## src/rtl/core/upes_pkg.sv

```systemverilog
package upes_pkg;

    localparam int TIMER_BITS = 17;
    localparam int LEND_W     = 17;
    localparam int CMP_W      = (TIMER_BITS > LEND_W) ? TIMER_BITS : LEND_W;
    localparam int TIME_W     = 17;

    localparam int CFG_IDX_W  = 2;
    localparam int CFG_DATA_W = 16;

    localparam logic [CFG_IDX_W-1:0] CFG_PULSE_COUNT  = 2'd0;
    localparam logic [CFG_IDX_W-1:0] CFG_RELAX_TICKS  = 2'd1;
    localparam logic [CFG_IDX_W-1:0] CFG_LISTEN_TICKS = 2'd2;

    localparam logic [7:0]  PULSE_COUNT_RST  = 8'd10;
    localparam logic [9:0]  RELAX_TICKS_RST  = 10'd20;
    localparam logic [15:0] LISTEN_TICKS_RST = 16'd600;

    typedef enum logic [2:0] {
        PH_OFF    = 3'd0,
        PH_EMIT   = 3'd1,
        PH_DIS    = 3'd2,
        PH_LISTEN = 3'd3,
        PH_FOUND  = 3'd4
    } t_phase;

    typedef struct packed {
        logic              drive_pos;
        logic              drive_neg;
        logic              drive_enable;
        t_phase            phase;
        logic              echo_valid;
        logic [TIME_W-1:0] echo_start;
        logic [TIME_W-1:0] echo_end;
    } t_result;

endpackage

```

## src/rtl/core/ultrasonic_ping_echo_sequencer.sv

```systemverilog
// Ultrasonic ping/echo sequencer. Each request is one carrier half-period tick
// carrying the sampled echo pin, and each tick yields exactly one result: the
// piezo pin levels, the phase (off, emit, discharge, listen, echo found) and
// the echo start/end tick stamps. A tick is accepted every clock cycle in
// which o_stall is low, and its result is registered. A two-entry
// output stage (output register plus skid register) lets a tick be taken
// while an earlier result still waits, so input stall only rises when both
// entries are full. Configuration (pulse_count, relax_ticks, listen_ticks)
// must be written while no result is outstanding.
module ultrasonic_ping_echo_sequencer
    import upes_pkg::*;
(
    input  logic                  i_clk,
    input  logic                  i_rst_n,
    input  logic                  i_cfg_we,
    input  logic [CFG_IDX_W-1:0]  i_cfg_index,
    input  logic [CFG_DATA_W-1:0] i_cfg_data,
    input  logic                  i_valid,
    output logic                  o_stall,
    input  logic                  i_echo_level,
    output logic                  o_valid,
    input  logic                  i_stall,
    output logic                  o_drive_pos,
    output logic                  o_drive_neg,
    output logic                  o_drive_enable,
    output logic [2:0]            o_phase,
    output logic                  o_echo_valid,
    output logic [TIME_W-1:0]     o_echo_start,
    output logic [TIME_W-1:0]     o_echo_end
);

    logic [7:0]  r_pulse_count;
    logic [9:0]  r_relax_ticks;
    logic [15:0] r_listen_ticks;

    logic [TIMER_BITS-1:0] r_tick, n_tick;
    t_phase                r_phase, n_phase;
    logic                  r_pos, n_pos;
    logic                  r_neg, n_neg;
    logic                  r_last_echo, n_last_echo;
    logic [7:0]            r_edges, n_edges;
    logic [TIME_W-1:0]     r_start, n_start;
    logic [TIME_W-1:0]     r_end, n_end;
    logic                  r_found, n_found;

    t_result r_out, r_skid, n_result;
    logic    r_out_vld, r_skid_vld;

    logic [8:0]        e_end;
    logic [10:0]       relax_end;
    logic [LEND_W-1:0] l_end;
    logic [CMP_W-1:0]  tick_cmp;
    t_phase            want;
    logic              want_set;
    logic              accept, take;

    assign o_stall = r_skid_vld;
    assign accept  = i_valid && !r_skid_vld;
    assign take    = r_out_vld && !i_stall;

    // Phase boundaries from the current configuration.
    assign e_end     = {r_pulse_count, 1'b0};
    assign relax_end = 11'(e_end) + 11'(r_relax_ticks);
    assign l_end     = LEND_W'(relax_end) + LEND_W'(r_listen_ticks);
    assign tick_cmp  = CMP_W'(r_tick);

    always_comb begin
        want     = r_phase;
        want_set = 1'b1;
        if (tick_cmp > CMP_W'(l_end)) begin
            want = PH_OFF;
        end else if (tick_cmp > CMP_W'(relax_end)) begin
            want = PH_LISTEN;
        end else if (tick_cmp > CMP_W'(e_end)) begin
            want = PH_DIS;
        end else if (tick_cmp != '0) begin
            want = PH_EMIT;
        end else begin
            want_set = 1'b0;
        end
    end

    // Next state: phase entry first, then the action of the resulting phase.
    always_comb begin
        n_tick      = r_tick;
        n_phase     = r_phase;
        n_pos       = r_pos;
        n_neg       = r_neg;
        n_last_echo = r_last_echo;
        n_edges     = r_edges;
        n_start     = r_start;
        n_end       = r_end;
        n_found     = r_found;

        // A found echo holds through the rest of the listen window.
        if (want_set && want != r_phase &&
            !(r_phase == PH_FOUND && want == PH_LISTEN)) begin
            n_phase = want;
            case (want)
                PH_OFF: begin
                    n_tick = '0;
                end
                PH_EMIT: begin
                    n_pos = 1'b1;
                    n_neg = 1'b0;
                end
                PH_DIS: begin
                    n_pos = 1'b0;
                    n_neg = 1'b0;
                end
                default: begin
                    n_last_echo = i_echo_level;
                    n_edges     = '0;
                    n_start     = '0;
                    n_end       = '0;
                    n_found     = 1'b0;
                end
            endcase
        end

        case (n_phase)
            PH_EMIT: begin
                n_pos = ~n_pos;
                n_neg = ~n_neg;
            end
            PH_LISTEN: begin
                if (i_echo_level != n_last_echo) begin
                    n_last_echo = i_echo_level;
                    if (n_edges != 8'hFF) begin
                        n_edges = n_edges + 8'd1;
                    end
                end else if (n_edges < r_pulse_count) begin
                    n_edges = '0;
                    n_start = TIME_W'(n_tick);
                end else begin
                    n_phase = PH_FOUND;
                    n_end   = TIME_W'(n_tick);
                    n_found = 1'b1;
                end
            end
            default: ;
        endcase

        n_tick = n_tick + TIMER_BITS'(1);
    end

    // Result fields from the post-tick state.
    always_comb begin
        n_result.drive_enable = (n_phase == PH_EMIT) || (n_phase == PH_DIS);
        n_result.drive_pos    = n_result.drive_enable && n_pos;
        n_result.drive_neg    = n_result.drive_enable && n_neg;
        n_result.phase        = n_phase;
        n_result.echo_valid   = n_found;
        n_result.echo_start   = n_start;
        n_result.echo_end     = n_end;
    end

    always_ff @(posedge i_clk) begin
        if (!i_rst_n) begin
            r_pulse_count  <= PULSE_COUNT_RST;
            r_relax_ticks  <= RELAX_TICKS_RST;
            r_listen_ticks <= LISTEN_TICKS_RST;
        end else if (i_cfg_we) begin
            case (i_cfg_index)
                CFG_PULSE_COUNT:  r_pulse_count  <= i_cfg_data[7:0];
                CFG_RELAX_TICKS:  r_relax_ticks  <= i_cfg_data[9:0];
                CFG_LISTEN_TICKS: r_listen_ticks <= i_cfg_data[15:0];
                default: ;
            endcase
        end
    end

    always_ff @(posedge i_clk) begin
        if (!i_rst_n) begin
            r_tick      <= '0;
            r_phase     <= PH_EMIT;
            r_pos       <= 1'b1;
            r_neg       <= 1'b0;
            r_last_echo <= 1'b0;
            r_edges     <= '0;
            r_start     <= '0;
            r_end       <= '0;
            r_found     <= 1'b0;
        end else if (accept) begin
            r_tick      <= n_tick;
            r_phase     <= n_phase;
            r_pos       <= n_pos;
            r_neg       <= n_neg;
            r_last_echo <= n_last_echo;
            r_edges     <= n_edges;
            r_start     <= n_start;
            r_end       <= n_end;
            r_found     <= n_found;
        end
    end

    // Output register with a skid entry behind it.
    always_ff @(posedge i_clk) begin
        if (!i_rst_n) begin
            r_out_vld  <= 1'b0;
            r_skid_vld <= 1'b0;
        end else if (!r_out_vld || take) begin
            if (r_skid_vld) begin
                r_out_vld  <= 1'b1;
                r_skid_vld <= 1'b0;
            end else begin
                r_out_vld  <= accept;
            end
        end else if (accept) begin
            r_skid_vld <= 1'b1;
        end
    end

    always_ff @(posedge i_clk) begin
        if (!r_out_vld || take) begin
            if (r_skid_vld) begin
                r_out <= r_skid;
            end else if (accept) begin
                r_out <= n_result;
            end
        end else if (accept) begin
            r_skid <= n_result;
        end
    end

    assign o_valid        = r_out_vld;
    assign o_drive_pos    = r_out.drive_pos;
    assign o_drive_neg    = r_out.drive_neg;
    assign o_drive_enable = r_out.drive_enable;
    assign o_phase        = r_out.phase;
    assign o_echo_valid   = r_out.echo_valid;
    assign o_echo_start   = r_out.echo_start;
    assign o_echo_end     = r_out.echo_end;

endmodule

```

## config.mk

```make
export PLATFORM = sky130hd
export DESIGN_NAME = ultrasonic_ping_echo_sequencer
export DESIGN_NICKNAME = d
export VERILOG_FILES = /design/src/rtl/core/upes_pkg.sv /design/src/rtl/core/ultrasonic_ping_echo_sequencer.sv
export SDC_FILE = /design/constraint.sdc
export NUM_CORES = 1
export LEC_CHECK = 0
export ABC_CLOCK_PERIOD_IN_PS = 17700
export BUFFER_PORTS_ARGS = -buffer_cell sky130_fd_sc_hd__buf_2
export CORE_ASPECT_RATIO = 1.25
export CORE_UTILIZATION = 50
export DETAILED_ROUTE_END_ITERATION = 6
export PLACE_DENSITY = 0.68
export SETUP_SLACK_MARGIN = 0.02
export SYNTH_ARGS = -nofsm -noshare
export SYNTH_HDL_FRONTEND = slang
export SYNTH_SLANG_ARGS = --single-unit
```

## constraint.sdc

```tcl
create_clock -name i_clk -period 17.7 [get_ports i_clk]
set_input_delay 0.885 -clock i_clk [delete_from_list [all_inputs] [get_ports i_clk]]
set_output_delay 0.885 -clock i_clk [all_outputs]
set_load 0.02 [all_outputs]
```

* Word-level counts from Yosys, hierarchy flattened
Index checks and enable logic that the tools add are counted.
** Storage, ports and cells
- Register bits after elaboration :: 184
- Input bits :: 24
** Operators by class
- $add $sub $neg :: 4
- Magnitude comparators :: 4
- Equality and inequality tests :: 13
- Mux-type cells :: 48
- Bitwise logic cells :: 4
- Reductions and logical operators :: 25
** Operator list (number)
- 2-to-1 mux 17 bit :: 12
- 2-to-1 mux 41 bit :: 2
- 2-to-1 mux 8 bit :: 6
- 2-to-1 mux 3 bit :: 8
- 2-to-1 mux 1 bit :: 19
- adder 11 x 16 -> 17 bit :: 1
- adder 17 x 1 -> 17 bit (second input constant) :: 1
- > comparator 17 x 11 -> 1 bit :: 1
- > comparator 17 bit :: 1
- > comparator 17 x 9 -> 1 bit :: 1
- nonzero test 17 bit :: 1
- equality test 3 x 2 -> 1 bit (second input constant) :: 4
- adder 9 x 10 -> 11 bit :: 1
- AND reduction 2 bit :: 5
- equality test 3 x 1 -> 1 bit (second input constant) :: 3
- adder 8 x 1 -> 8 bit (second input constant) :: 1
- less-than comparator 8 bit :: 1
- != test 8 bit (second input constant) :: 1
- logical AND 1 bit :: 7
- zero test 1 bit :: 4
- inverter 1 bit :: 4
- OR reduction 2 bit :: 2
- equality test 3 bit (second input constant) :: 1
- zero test 3 bit :: 1
- other kinds (9) :: 10

* Longest topological paths before layout
Gate-level depths: netlist of the first run.
- Depth in word-level cells :: 19
- Depth in mapped cells :: 38
- Mapped depth without buffers :: 35

* Worst setup path after synthesis of the first run
No wires, ideal clock.
- Kind :: register to register
- Start point :: reg r_pulse_count[0]
- End point :: reg r_out (netlist bit o_echo_start[7]) (data pin)
- Arrival :: 7.169 ns
- Required time :: 17.440 ns
- Slack :: 10.271 ns
- Cell stages (with the launch flop) :: 38
- Path buffers :: 3
- Clock period less this slack :: 7.429 ns
- Path through :: dfxtp_1 -> ha_1 -> inv_1 -> fa_1 -> inv_1 -> a21oi_1 -> o21bai_1 -> a21oi_1 -> o21bai_1 -> a21o_1 -> a21o_1 -> xor2_1 -> ha_1 -> a21oi_1 -> a21boi_0 -> o21a_1 -> nand3_1 -> xor2_1 -> [2 not listed] -> a21oi_1 -> o221ai_1 -> a22oi_2 -> o21ai_2 -> a211o_1 -> clkbuf_1 -> clkbuf_1 -> and2_1 -> ha_1 -> nor2b_1 -> o21ai_0 -> nand2b_1 -> or3_1 -> a211o_1 -> a211oi_4 -> buf_6 -> mux2i_1 -> mux2_2
** RTL lines
- start, declared :: line ultrasonic_ping_echo_sequencer.sv:32 : logic [7:0] r_pulse_count;
- start signal, assigned :: line ultrasonic_ping_echo_sequencer.sv:165 : CFG_PULSE_COUNT: r_pulse_count <= i_cfg_data[7:0];
- end signal, assigned :: line ultrasonic_ping_echo_sequencer.sv:217 : r_out <= r_skid;
- end signal, assigned :: line ultrasonic_ping_echo_sequencer.sv:219 : r_out <= n_result;
- end, declared :: line ultrasonic_ping_echo_sequencer.sv:46 : t_result r_out, r_skid, n_result;

* Worst setup path after layout of the first run
- Start point :: reg r_pulse_count[0]
- End point :: reg r_start[1]
** On the way
- Longest elaborated chain between the ends :: 13
- Elaborated cells on any way between the ends :: 36
- Classes of those cells :: 2 x add/sub; 4 x order compare; 6 x eq/ne; 18 x mux; 6 x reduce/logical
** Ends and longest elaborated chain
- branches (longest 12 deep; another with adder 11 x 16 -> 17 bit)
- 2-to-1 mux 17 bit (*) :: line ultrasonic_ping_echo_sequencer.sv:121 : case (n_phase)
- end signal, assigned :: line ultrasonic_ping_echo_sequencer.sv:191 : r_start <= n_start;
- end, declared :: line ultrasonic_ping_echo_sequencer.sv:42 : logic [TIME_W-1:0] r_start, n_start;
Every way passes the cells marked *.
A chain may end at the register's enable or synchronous reset.

==> flow_metrics.env, run 1 <==
export IMPL_grt_util_all_layers=0.221
export IMPL_ys_seq_area_frac=0.445
export IMPL_yosys_warnings=0
export IMPL_leakagePower_nw=4.53
export IMPL_holdPathStages=2
export IMPL_pre_cts_slack_ns=9.52
export IMPL_ys_ff_latch=184
export IMPL_cts_resized=0
export IMPL_clock_sinks=184
export IMPL_slowest_stage="a21oi_2"
export IMPL_clk_latency_ns=0.44
export IMPL_fin_nets=1176
export IMPL_grt_pass1_vias=7254
export IMPL_yosysUniqueCellTypes=75
export IMPL_rsz0062_at_grt="no"
export IMPL_worstSetupPathType="reg -> reg"
export IMPL_drt_antenna_violating_nets=0
export IMPL_max_cap_viol_count=0
export IMPL_drive_gt1_frac=0.147
export IMPL_synth_main_ff_cell="dfxtp_1"
export IMPL_dr_pass1_iters=5
export IMPL_setup_worst_path_start="r_pulse_count[0]"
export IMPL_die_y_um=161
export IMPL_pwr_share_comb=0.114
export IMPL_cts_buffer_depth=2
export IMPL_vias_per_cell=5.56
export IMPL_cts_tree="yes"
export IMPL_fp_row_count=57
export IMPL_cts_root_buf="clkbuf_16"
export IMPL_critPathArrivalTime_ns=8.46
export IMPL_swShare=0.273
export IMPL_synth_simple_area_share=0.161
export IMPL_netlist_instances=1037
export IMPL_vias=7567
export IMPL_gr_total_overflow=0
export IMPL_holdBufCountCts=0
export IMPL_min_path_type="reg -> reg"
export IMPL_totalWireLength_mm=21.5
export IMPL_num_fill_cells=1748
export IMPL_r2r_end="r_start[1]"
export IMPL_synthTopCellsByCount="nand2_1 (149), dfxtp_1 (102), edfxtp_1 (82), ha_1 (66), a21oi_1 (59)"
export IMPL_synth_top_family_by_area="compound AO/OA/AOI/OAI gates"
export IMPL_port_buffers=66
export IMPL_post_drt_wl_per_cell_um=15.8
export IMPL_h_tree_depth=4
export IMPL_fin_crit_ns=8.18
export IMPL_crit_fanout=43
export IMPL_fmax_ghz=0.122
export IMPL_reg2reg_slack_ns=9.52
export IMPL_clock_power_share=0.408
export IMPL_drc=0
export IMPL_intPower_w=0.000703
export IMPL_ir_drop_uv=59.4
export IMPL_yosysMostFrequentCell="nand2_1"
export IMPL_finalHoldViolations=0
export IMPL_die_area_sq_mm=0.0208
export IMPL_power_per_cell_area_mw_per_mm2=85.6
export IMPL_slew_headroom=0.377
export IMPL_slowest_delay_ns=0.67
export IMPL_synth_top_area_share=0.243
export IMPL_r2r_start="r_pulse_count[0]"
export IMPL_antenna_cells=0
export IMPL_tightest_slew_ns=0.934
export IMPL_grt_antenna_before_repair=0
export IMPL_start_kind="register"
export IMPL_drtIter0Drc=470
export IMPL_switching_power_w=0.000264
export IMPL_synthAdderAreaFrac=0.0856
export IMPL_synth_async_sr_flop_share=0
export IMPL_hold_end="r_start[5]"
export IMPL_finalSetupViolCount=0
export IMPL_gp_congestion=0.850
export IMPL_hpwl_mm=15.4
export IMPL_core_sq_mm=0.0196
export IMPL_synth_area_sq_mm=0.0101
export IMPL_worstSetupEndpointType="register"
export IMPL_post_route_period_util=0.462
export IMPL_hold_start="r_start[5]"
export IMPL_syn_to_final_growth_pct=11.6
export IMPL_fin_skew_ns=0.00995
export IMPL_pwr_share_seq=0.478
export IMPL_fin_tns_setup_ns=0
export IMPL_slew_viol_final=0
export IMPL_yosys_area_top_type="edfxtp_1"
export IMPL_cts_buffers_inserted=17
export IMPL_yosys_mux_area_fraction=0.0632
export IMPL_syn_num_nets=1129
export IMPL_synth_edff_count=82
export IMPL_grt_first_pass_wirelength_mm=36.6
export IMPL_layout_setup_ws_ns=9.52
export IMPL_start_util=0.516
export IMPL_rr_worst_depth=34
export IMPL_pin_count=67
export IMPL_grt_max_degree=92
export IMPL_cp_required_ns=17.98
export IMPL_synth_area_leaders="edfxtp_1 (24%), dfxtp_1 (20%), ha_1 (8.2%), nand2_1 (5.5%), mux2_2 (3.4%)"
export IMPL_synth_xor_area_frac=0.0286
export IMPL_status="finished, final reports clean"
export IMPL_die_w_um=129
export IMPL_synth_compound_area_share=0.175
export IMPL_avgSynthCellArea_sq_um=9.76
export IMPL_clkSlewWorstSetupHoldPaths_ns=0.08
export IMPL_postCtsSetupBuffers=0
==> cells in the final DEF, fill, tap and decap left out, drive strengths merged, types with 19 or more instances in the layout <==
cell type  count
mux2i         29
mux2          31
buf           76
dfxtp        102
and2          19
a21boi        23
ha            66
nand3         26
nor2b         33
nor2          38
nand2        149
o21ai         36
a21oi         61
inv           61
edfxtp        82
==> registers in the layout, summed over array words and instances, names as in the netlist, 3 cells and up <==
| register | count |
|---|---|
| r_end | 17 |
| r_relax_ticks | 10 |
| r_phase | 3 |
| r_skid | 41 |
| o_echo_end | 17 |
| r_start | 17 |
| o_echo_start | 17 |
| r_listen_ticks | 16 |
| r_tick | 17 |
| r_edges | 8 |
| r_pulse_count | 8 |
| o_phase | 3 |
==> cells by family (layout without fill, tap and decap cells) <==
group                      count (synthesis)  count (layout)
muxes                                     60              60
buffers and inverters                    102             162
DFF                                      184             184
adders and majority gates                 68              68
xor gates and xnor gates                  33              33
and+or+nand+nor                          335             335
AOI/OAI and AO/OA                        255             255
==> power groups by stage <==
stage	combinational [W]	sequential, W	clock, W
final	0.000110	0.000462	0.000395
after global routing	0.000124	0.000464	0.000419
after CTS	0.000111	0.000462	0.000404
after detailed placement	0.000110	0.000472	0
after global placement	0.000108	0.000471	0
after floorplan	0.0000734	0.000479	0
==> critical path: cells and delay by family (launching register included) <==
| family | cells | cell delay [ns] |
|---|---|---|
| buf+inv | 3 | 0.41 |
| flops | 1 | 0.41 |
| compound gates | 20 | 4.70 |
| simple gates | 4 | 0.79 |
| xor+xnor | 2 | 0.40 |
| fa+ha+maj | 5 | 1.33 |
==> metrics by stage <==
stage               utilization  cells  cell area [sq um]  power [W]  hold WS (ns)
CTS                       0.576   1362              11300   0.000977         0.461
finish                    0.576   1362              11300   0.000966         0.463
floorplan                     -   1037              10100   0.000552         0.436
detailed placement        0.544   1330              10700   0.000582         0.449
global placement          0.544   1330              10700   0.000580         0.443
global route              0.576   1362              11300    0.00101         0.482
==> layout make-up <==
type	count	area, sq um	share of cell area
clock inverters	15	201	0.0178
multi-input cells	751	5220	0.462
well taps	265	332	0.0294
clock buffers	17	425	0.0377
flip-flops and latches	184	4510	0.399
inverters	54	203	0.0179
repair buffers	76	405	0.0359
==> metal layers <==
layer  part of all wire  track usage
met1               0.45        0.288
met2               0.50        0.376
met3              0.033       0.0384
met4              0.019       0.0615
met5                  0            0
==> worst max-delay path by stage <==
| stage | to | cells past startpoint |
|---|---|---|
| global placement | r_start[1] | 34 |
| floorplan | o_echo_start[7] | 37 |
| CTS | r_start[1] | 34 |
| detailed placement | r_start[13] | 34 |
| global route | r_start[1] | 34 |
| finish | r_start[1] | 34 |
No activity file was read; power rests on OpenSTA's default activity.
==> run 2, diff against run 1 <==
--- a/config.mk
+++ b/config.mk
@@ -5,7 +5,7 @@
 export SDC_FILE = /design/constraint.sdc
 export NUM_CORES = 1
 export LEC_CHECK = 0
-export ABC_CLOCK_PERIOD_IN_PS = 17700
+export ABC_CLOCK_PERIOD_IN_PS = 8039
 export BUFFER_PORTS_ARGS = -buffer_cell sky130_fd_sc_hd__buf_2
 export CORE_ASPECT_RATIO = 1.25
 export CORE_UTILIZATION = 50
==> constraint.sdc (replaced) <==
create_clock -name i_clk -period 8.04 [get_ports i_clk]
set_input_delay 0.402 -clock i_clk [delete_from_list [all_inputs] [get_ports i_clk]]
set_output_delay 0.402 -clock i_clk [all_outputs]
set_load 0.02 [all_outputs]
==> flow_metrics.env, run 2 (synthesis results as in run 1) <==
export IMPL_swShare=0.275
export IMPL_regMostFlops="r_skid"
export IMPL_final_cell_mix="nand2_1 (149), dfxtp_1 (101), edfxtp_1 (82), ha_1 (66), buf_2 (66)"
export IMPL_slowest_delay_ns=0.42
export IMPL_tightest_slew_ns=0.993
export IMPL_intPower_w=0.00151
export IMPL_grt_antenna_before_repair=0
export IMPL_finalSetupViolCount=0
export IMPL_num_fill_cells=1745
export IMPL_clock_sinks=184
export IMPL_syn_to_final_growth_pct=12.1
export IMPL_worst_path_stages=34
export IMPL_clock_power_share=0.393
export IMPL_post_drt_wl_per_cell_um=16.1
export IMPL_grt_max_degree=92
export IMPL_hpwl_mm=15.5
export IMPL_placed_area_sq_mm=0.0107
export IMPL_post_route_period_util=0.943
export IMPL_status="finished, final reports clean"
export IMPL_power_per_cell_area_mw_per_mm2=184
export IMPL_grt_util_all_layers=0.219
export IMPL_ff_latch_area_sq_mm=0.00451
export IMPL_pin_count=67
export IMPL_pwr_share_seq=0.488
export IMPL_slowest_stage="a211o_4"
export IMPL_slew_viol_final=0
export IMPL_worstSetupPathType="reg -> reg"
export IMPL_clk_latency_ns=0.45
export IMPL_fin_skew_ns=0.0143
export IMPL_drive_gt1_frac=0.157
export IMPL_crit_top_cell="ha_1"
export IMPL_largest_reg_flops=41
export IMPL_leakagePower_nw=4.54
export IMPL_ir_drop_uv=151
export IMPL_cts_root_buf="clkbuf_16"
export IMPL_drc=0
export IMPL_crit_buf_inv=2
export IMPL_start_kind="register"
export IMPL_final_util=0.578
export IMPL_gp_congestion=0.832
export IMPL_post_route_cell_area_sq_mm=0.0113
export IMPL_drt_antenna_violating_nets=0
export IMPL_clkSlewWorstSetupHoldPaths_ns=0.07
export IMPL_dr_pass1_iters=5
export IMPL_cts_buffers_inserted=17
export IMPL_finalHoldViolations=0
export IMPL_die_w_um=129
export IMPL_start_util=0.516
export IMPL_gr_total_overflow=0
export IMPL_dp_cells=1332
export IMPL_worstSetupEndpointType="register"
export IMPL_fmax_ghz=0.132
export IMPL_fin_nets=1179
export IMPL_cp_endpoint="o_echo_start[8]"
export IMPL_port_buffers=66
export IMPL_grt_pass1_vias=7151
export IMPL_drtIter0Drc=460
export IMPL_holdPathStages=3
export IMPL_instances_no_fill=1365
export IMPL_layout_commonest_cell="nand2_1"
export IMPL_crit_fanout=12
export IMPL_grtUsageMet3=0.0368
export IMPL_die_area_sq_mm=0.0208
export IMPL_hold_ws_ns=0.191
export IMPL_path_delay_family="compound AO/OA/AOI/OAI gates"
export IMPL_r2r_start="r_pulse_count[0]"
export IMPL_die_y_um=161
export IMPL_totalWireLength_mm=22.0
export IMPL_cp_required_ns=8.24
export IMPL_rsz0062_at_grt="no"
export IMPL_fin_tns_setup_ns=0
export IMPL_cts_tree="yes"
export IMPL_met1_usage=0.286
export IMPL_antenna_cells=0
export IMPL_pwr_share_comb=0.118
export IMPL_cts_buffer_depth=2
export IMPL_grt_first_pass_wirelength_mm=35.9
export IMPL_grt_busiest_layer="met2"
export IMPL_fin_crit_ns=7.58
export IMPL_min_path_type="in -> reg"
export IMPL_rr_worst_depth=34
export IMPL_max_cap_viol_count=0
export IMPL_fp_row_count=57
export IMPL_h_tree_depth=4
export IMPL_switching_power_w=0.000573
export IMPL_core_sq_mm=0.0196
export IMPL_critPathArrivalTime_ns=7.78
export IMPL_r2r_end="o_echo_start[8]"
export IMPL_vias=7673
export IMPL_slew_headroom=0.337
export IMPL_vias_per_cell=5.62
export IMPL_setup_worst_path_start="r_pulse_count[0]"
export IMPL_grt_util_met2=0.362
export IMPL_multiInputGateArea_sq_mm=0.00529
export IMPL_reg2reg_slack_ns=0.46
-- run 2: cell types whose count changed in the layout (fill, tap and decap cells not counted), sizes merged --
cell / change
bufinv: -1
clkinv: -2
clkinvlp: +1
inv: +2
buf: +3
-- run 2: per-layer routing --
layer,part of all wire,wire (um),up-vias
li1,-,-,3847
met1,0.46,10100,3606
met2,0.48,10500,182
met3,0.036,795,38
met4,0.026,563,0
met5,0,0,-
-- run 2: final cells by class --
class	count	share of cell area
Clock buffer	17	0.0375
Clock inverter	15	0.0130
Inverter	54	0.0179
Multi-Input combinational cell	751	0.467
Sequential cell	184	0.397
Tap cell	265	0.0292
Timing Repair Buffer	79	0.0384
-- run 2: through the flow --
step | worst slack [ns] | total power [W]
floorplan | 0.611 | 0.00122
global placement | 0.371 | 0.00128
detailed placement | 0.185 | 0.00128
CTS | 0.126 | 0.00209
global route | 0.0431 | 0.00216
finish | 0.458 | 0.00208
-- run 2: worst register-to-register path, delay by kind of cell, from the launching register on --
| kind | cells | cell delay (ns) |
|---|---|---|
| adders and majority gates | 5 | 1.44 |
| DFF | 1 | 0.40 |
| AOI/OAI and AO/OA | 19 | 3.87 |
| xor gates and xnor gates | 2 | 0.43 |
| and+or+nand+nor | 5 | 0.82 |
| muxes | 1 | 0.26 |
| buffers and inverters | 2 | 0.12 |
-- run 2: power groups by stage --
| stage | Combinational, W | Clock [W] | Sequential [W] |
|---|---|---|---|
| after floorplan | 0.000161 | 0 | 0.00105 |
| after global placement | 0.000240 | 0 | 0.00104 |
| after detailed placement | 0.000242 | 0 | 0.00104 |
| after CTS | 0.000244 | 0.000834 | 0.00102 |
| after global routing | 0.000274 | 0.000868 | 0.00102 |
| final | 0.000246 | 0.000819 | 0.00102 |
-- run 2: how the worst min path moves through the flow --
stage	from	end	slack [ns]
after floorplan	r_start[11]	r_start[11]	0.44
after global placement	r_start[13]	r_start[13]	0.44
after detailed placement	r_start[11]	r_start[11]	0.45
after CTS	i_cfg_data[9]	r_listen_ticks[9]	0.18
after global routing	i_cfg_data[4]	r_relax_ticks[4]	0.20
final	i_cfg_data[9]	r_listen_ticks[9]	0.19
-- run 2: repair_timing --
action                                  4_1_cts  5_1_grt
hold buffers                                  0        0
resized for setup                             0       16
endpoints found under the setup margin        0      106
setup buffers                                 0        1
==> run 3, diff against run 2 <==
--- a/config.mk
+++ b/config.mk
@@ -5,12 +5,12 @@
 export SDC_FILE = /design/constraint.sdc
 export NUM_CORES = 1
 export LEC_CHECK = 0
-export ABC_CLOCK_PERIOD_IN_PS = 8039
+export ABC_CLOCK_PERIOD_IN_PS = 6900
 export BUFFER_PORTS_ARGS = -buffer_cell sky130_fd_sc_hd__buf_2
 export CORE_ASPECT_RATIO = 1.25
 export CORE_UTILIZATION = 50
 export DETAILED_ROUTE_END_ITERATION = 6
-export PLACE_DENSITY = 0.68
+export PLACE_DENSITY = 0.7
 export SETUP_SLACK_MARGIN = 0.02
 export SYNTH_ARGS = -nofsm -noshare
 export SYNTH_HDL_FRONTEND = slang
==> constraint.sdc (replaced) <==
create_clock -name i_clk -period 6.9 [get_ports i_clk]
set_input_delay 0.345 -clock i_clk [delete_from_list [all_inputs] [get_ports i_clk]]
set_output_delay 0.345 -clock i_clk [all_outputs]
set_load 0.02 [all_outputs]
==> flow_metrics.env, run 3 (synthesis results as in run 1) <==
export IMPL_status="complete, but fails checks"
export IMPL_violations="negative setup slack"
export IMPL_start_kind="register"
export IMPL_gr_total_overflow=0
export IMPL_regMostFlops="r_skid"
export IMPL_grt_first_pass_wirelength_mm=39.0
export IMPL_cp_required_ns=7.09
export IMPL_final_util=0.643
export IMPL_pin_count=67
export IMPL_max_cap_viol_count=0
export IMPL_clock_sinks=184
export IMPL_grt_util_all_layers=0.238
export IMPL_port_buffers=66
export IMPL_finalSetupViolCount=39
export IMPL_reg2reg_slack_ns=-0.13
export IMPL_drive_gt1_frac=0.287
export IMPL_post_drt_wl_per_cell_um=17.2
export IMPL_cts_buffers_inserted=17
export IMPL_worstSetupPathType="reg -> reg"
export IMPL_power_per_cell_area_mw_per_mm2=203
export IMPL_fp_row_count=57
export IMPL_syn_to_final_growth_pct=24.7
export IMPL_slew_viol_final=0
export IMPL_slowest_stage="fa_2"
export IMPL_crit_top_cell="buf_6"
export IMPL_die_w_um=129
export IMPL_clkSlewWorstSetupHoldPaths_ns=0.08
export IMPL_pre_cts_slack_ns=-0.464
export IMPL_fmax_ghz=0.142
export IMPL_placed_area_sq_mm=0.0112
export IMPL_slew_headroom=0.165
export IMPL_layout_setup_ws_ns=-0.135
export IMPL_clk_latency_ns=0.44
export IMPL_cts_tree="yes"
export IMPL_leakagePower_nw=5.15
export IMPL_tightest_slew_ns=1.25
export IMPL_cts_root_buf="clkbuf_16"
export IMPL_grt_pass1_vias=7769
export IMPL_critPathArrivalTime_ns=7.22
export IMPL_die_y_um=161
export IMPL_die_area_sq_mm=0.0208
export IMPL_grt_max_degree=55
export IMPL_layout_commonest_cell="nand2_1"
export IMPL_grt_antenna_before_repair=0
export IMPL_hpwl_mm=16.6
export IMPL_worstSetupEndpointType="register"
export IMPL_crit_fanout=8
export IMPL_core_sq_mm=0.0196
export IMPL_slowest_delay_ns=0.52
export IMPL_finalHoldViolations=0
export IMPL_ir_drop_uv=157
export IMPL_rsz0062_at_grt="yes"
export IMPL_drtIter0Drc=568
export IMPL_post_route_period_util=1.02
export IMPL_largest_reg_flops=41
export IMPL_h_tree_depth=4
export IMPL_totalWireLength_mm=24.8
export IMPL_start_util=0.516
export IMPL_drc=0
export IMPL_fin_crit_ns=7.03
export IMPL_final_cell_mix="nand2_1 (140), dfxtp_1 (99), edfxtp_1 (82), buf_4 (70), buf_2 (66)"
export IMPL_dr_pass1_iters=5
export IMPL_cts_buffer_depth=2
export IMPL_fin_nets=1260
export IMPL_holdBufCountCts=0
export IMPL_gp_congestion=0.847
export IMPL_fin_tns_setup_ns=-2.36
export IMPL_min_path_type="in -> reg"
export IMPL_vias=8259
export IMPL_antenna_cells=0
export IMPL_fin_skew_ns=0.0115
export IMPL_power_w=0.00256
export IMPL_post_route_cell_area_sq_mm=0.0126
export IMPL_drt_antenna_violating_nets=0
export IMPL_vias_per_cell=5.71
-- run 3: cell count changes in the layout (fill, tap and decap cells not counted), moves of 9 or more --
cell / previous run / this run
buf_4: 12 / 70
a21oi_1: 56 / 39
mux2i_1: 29 / 12
mux2i_2: 0 / 16
a21oi_2: 4 / 18
o22ai_1: 15 / 2
buf_6: 0 / 12
o22ai_2: 0 / 12
nand2_1: 149 / 140
nand2_2: 0 / 9
-- run 3: worst paths after layout --
path | from | end | depth (start not counted)
min reg2reg | r_start[3] | r_start[3] | 2
max | r_pulse_count[0] | o_echo_start[16] | 35
min | i_cfg_data[9] | r_listen_ticks[9] | 3
max reg2reg | r_pulse_count[0] | o_echo_start[16] | 35
-- run 3: layer usage --
| layer | wire length [um] | GRT usage |
|---|---|---|
| met2 | 12600 | 0.417 |
| met4 | 620 | 0.0824 |
| met1 | 10800 | 0.296 |
| met5 | 0 | 0 |
| met3 | 800 | 0.0331 |
-- run 3: metrics by stage --
step | hold WS [ns] | std cells
finish | 0.139 | 1446
global route | 0.152 | 1446
CTS | 0.122 | 1435
detailed placement | 0.448 | 1388
global placement | 0.442 | 1388
floorplan | 0.435 | 1037
-- run 3: final cells by class --
class                           count  area, sq um
Clock buffer                       17          425
Clock inverter                     15          220
Fill cell                        1572         7000
Inverter                           54          203
Multi-Input combinational cell    752         5710
Sequential cell                   184         4510
Tap cell                          265          332
Timing Repair Buffer              159         1220
-- run 3: what timing repair did --
action	4_1_cts	5_1_grt
pin swaps	26	29
setup buffers	13	10
endpoints found under the setup margin	116	124
gates resized for setup	36	80
cloned	2	3
-- run 3: power breakdown --
part / internal [W] / switching, W
Combinational: 0.000138 / 0.000195
Clock: 0.000535 / 0.000505
Sequential: 0.00117 / 0.0000163
-- run 3: worst max-delay path, delay by kind of cell, from the launching register on --
kind                     cells  cell delay, ns
adder cells (fa/ha/maj)      5            1.41
flip-flops                   1            0.35
multiplexers                 2            0.36
AND/OR/NAND/NOR              7            1.13
AO/OA/AOI/OAI               13            2.61
XOR/XNOR                     1            0.12
buffers and inverters        7            0.76
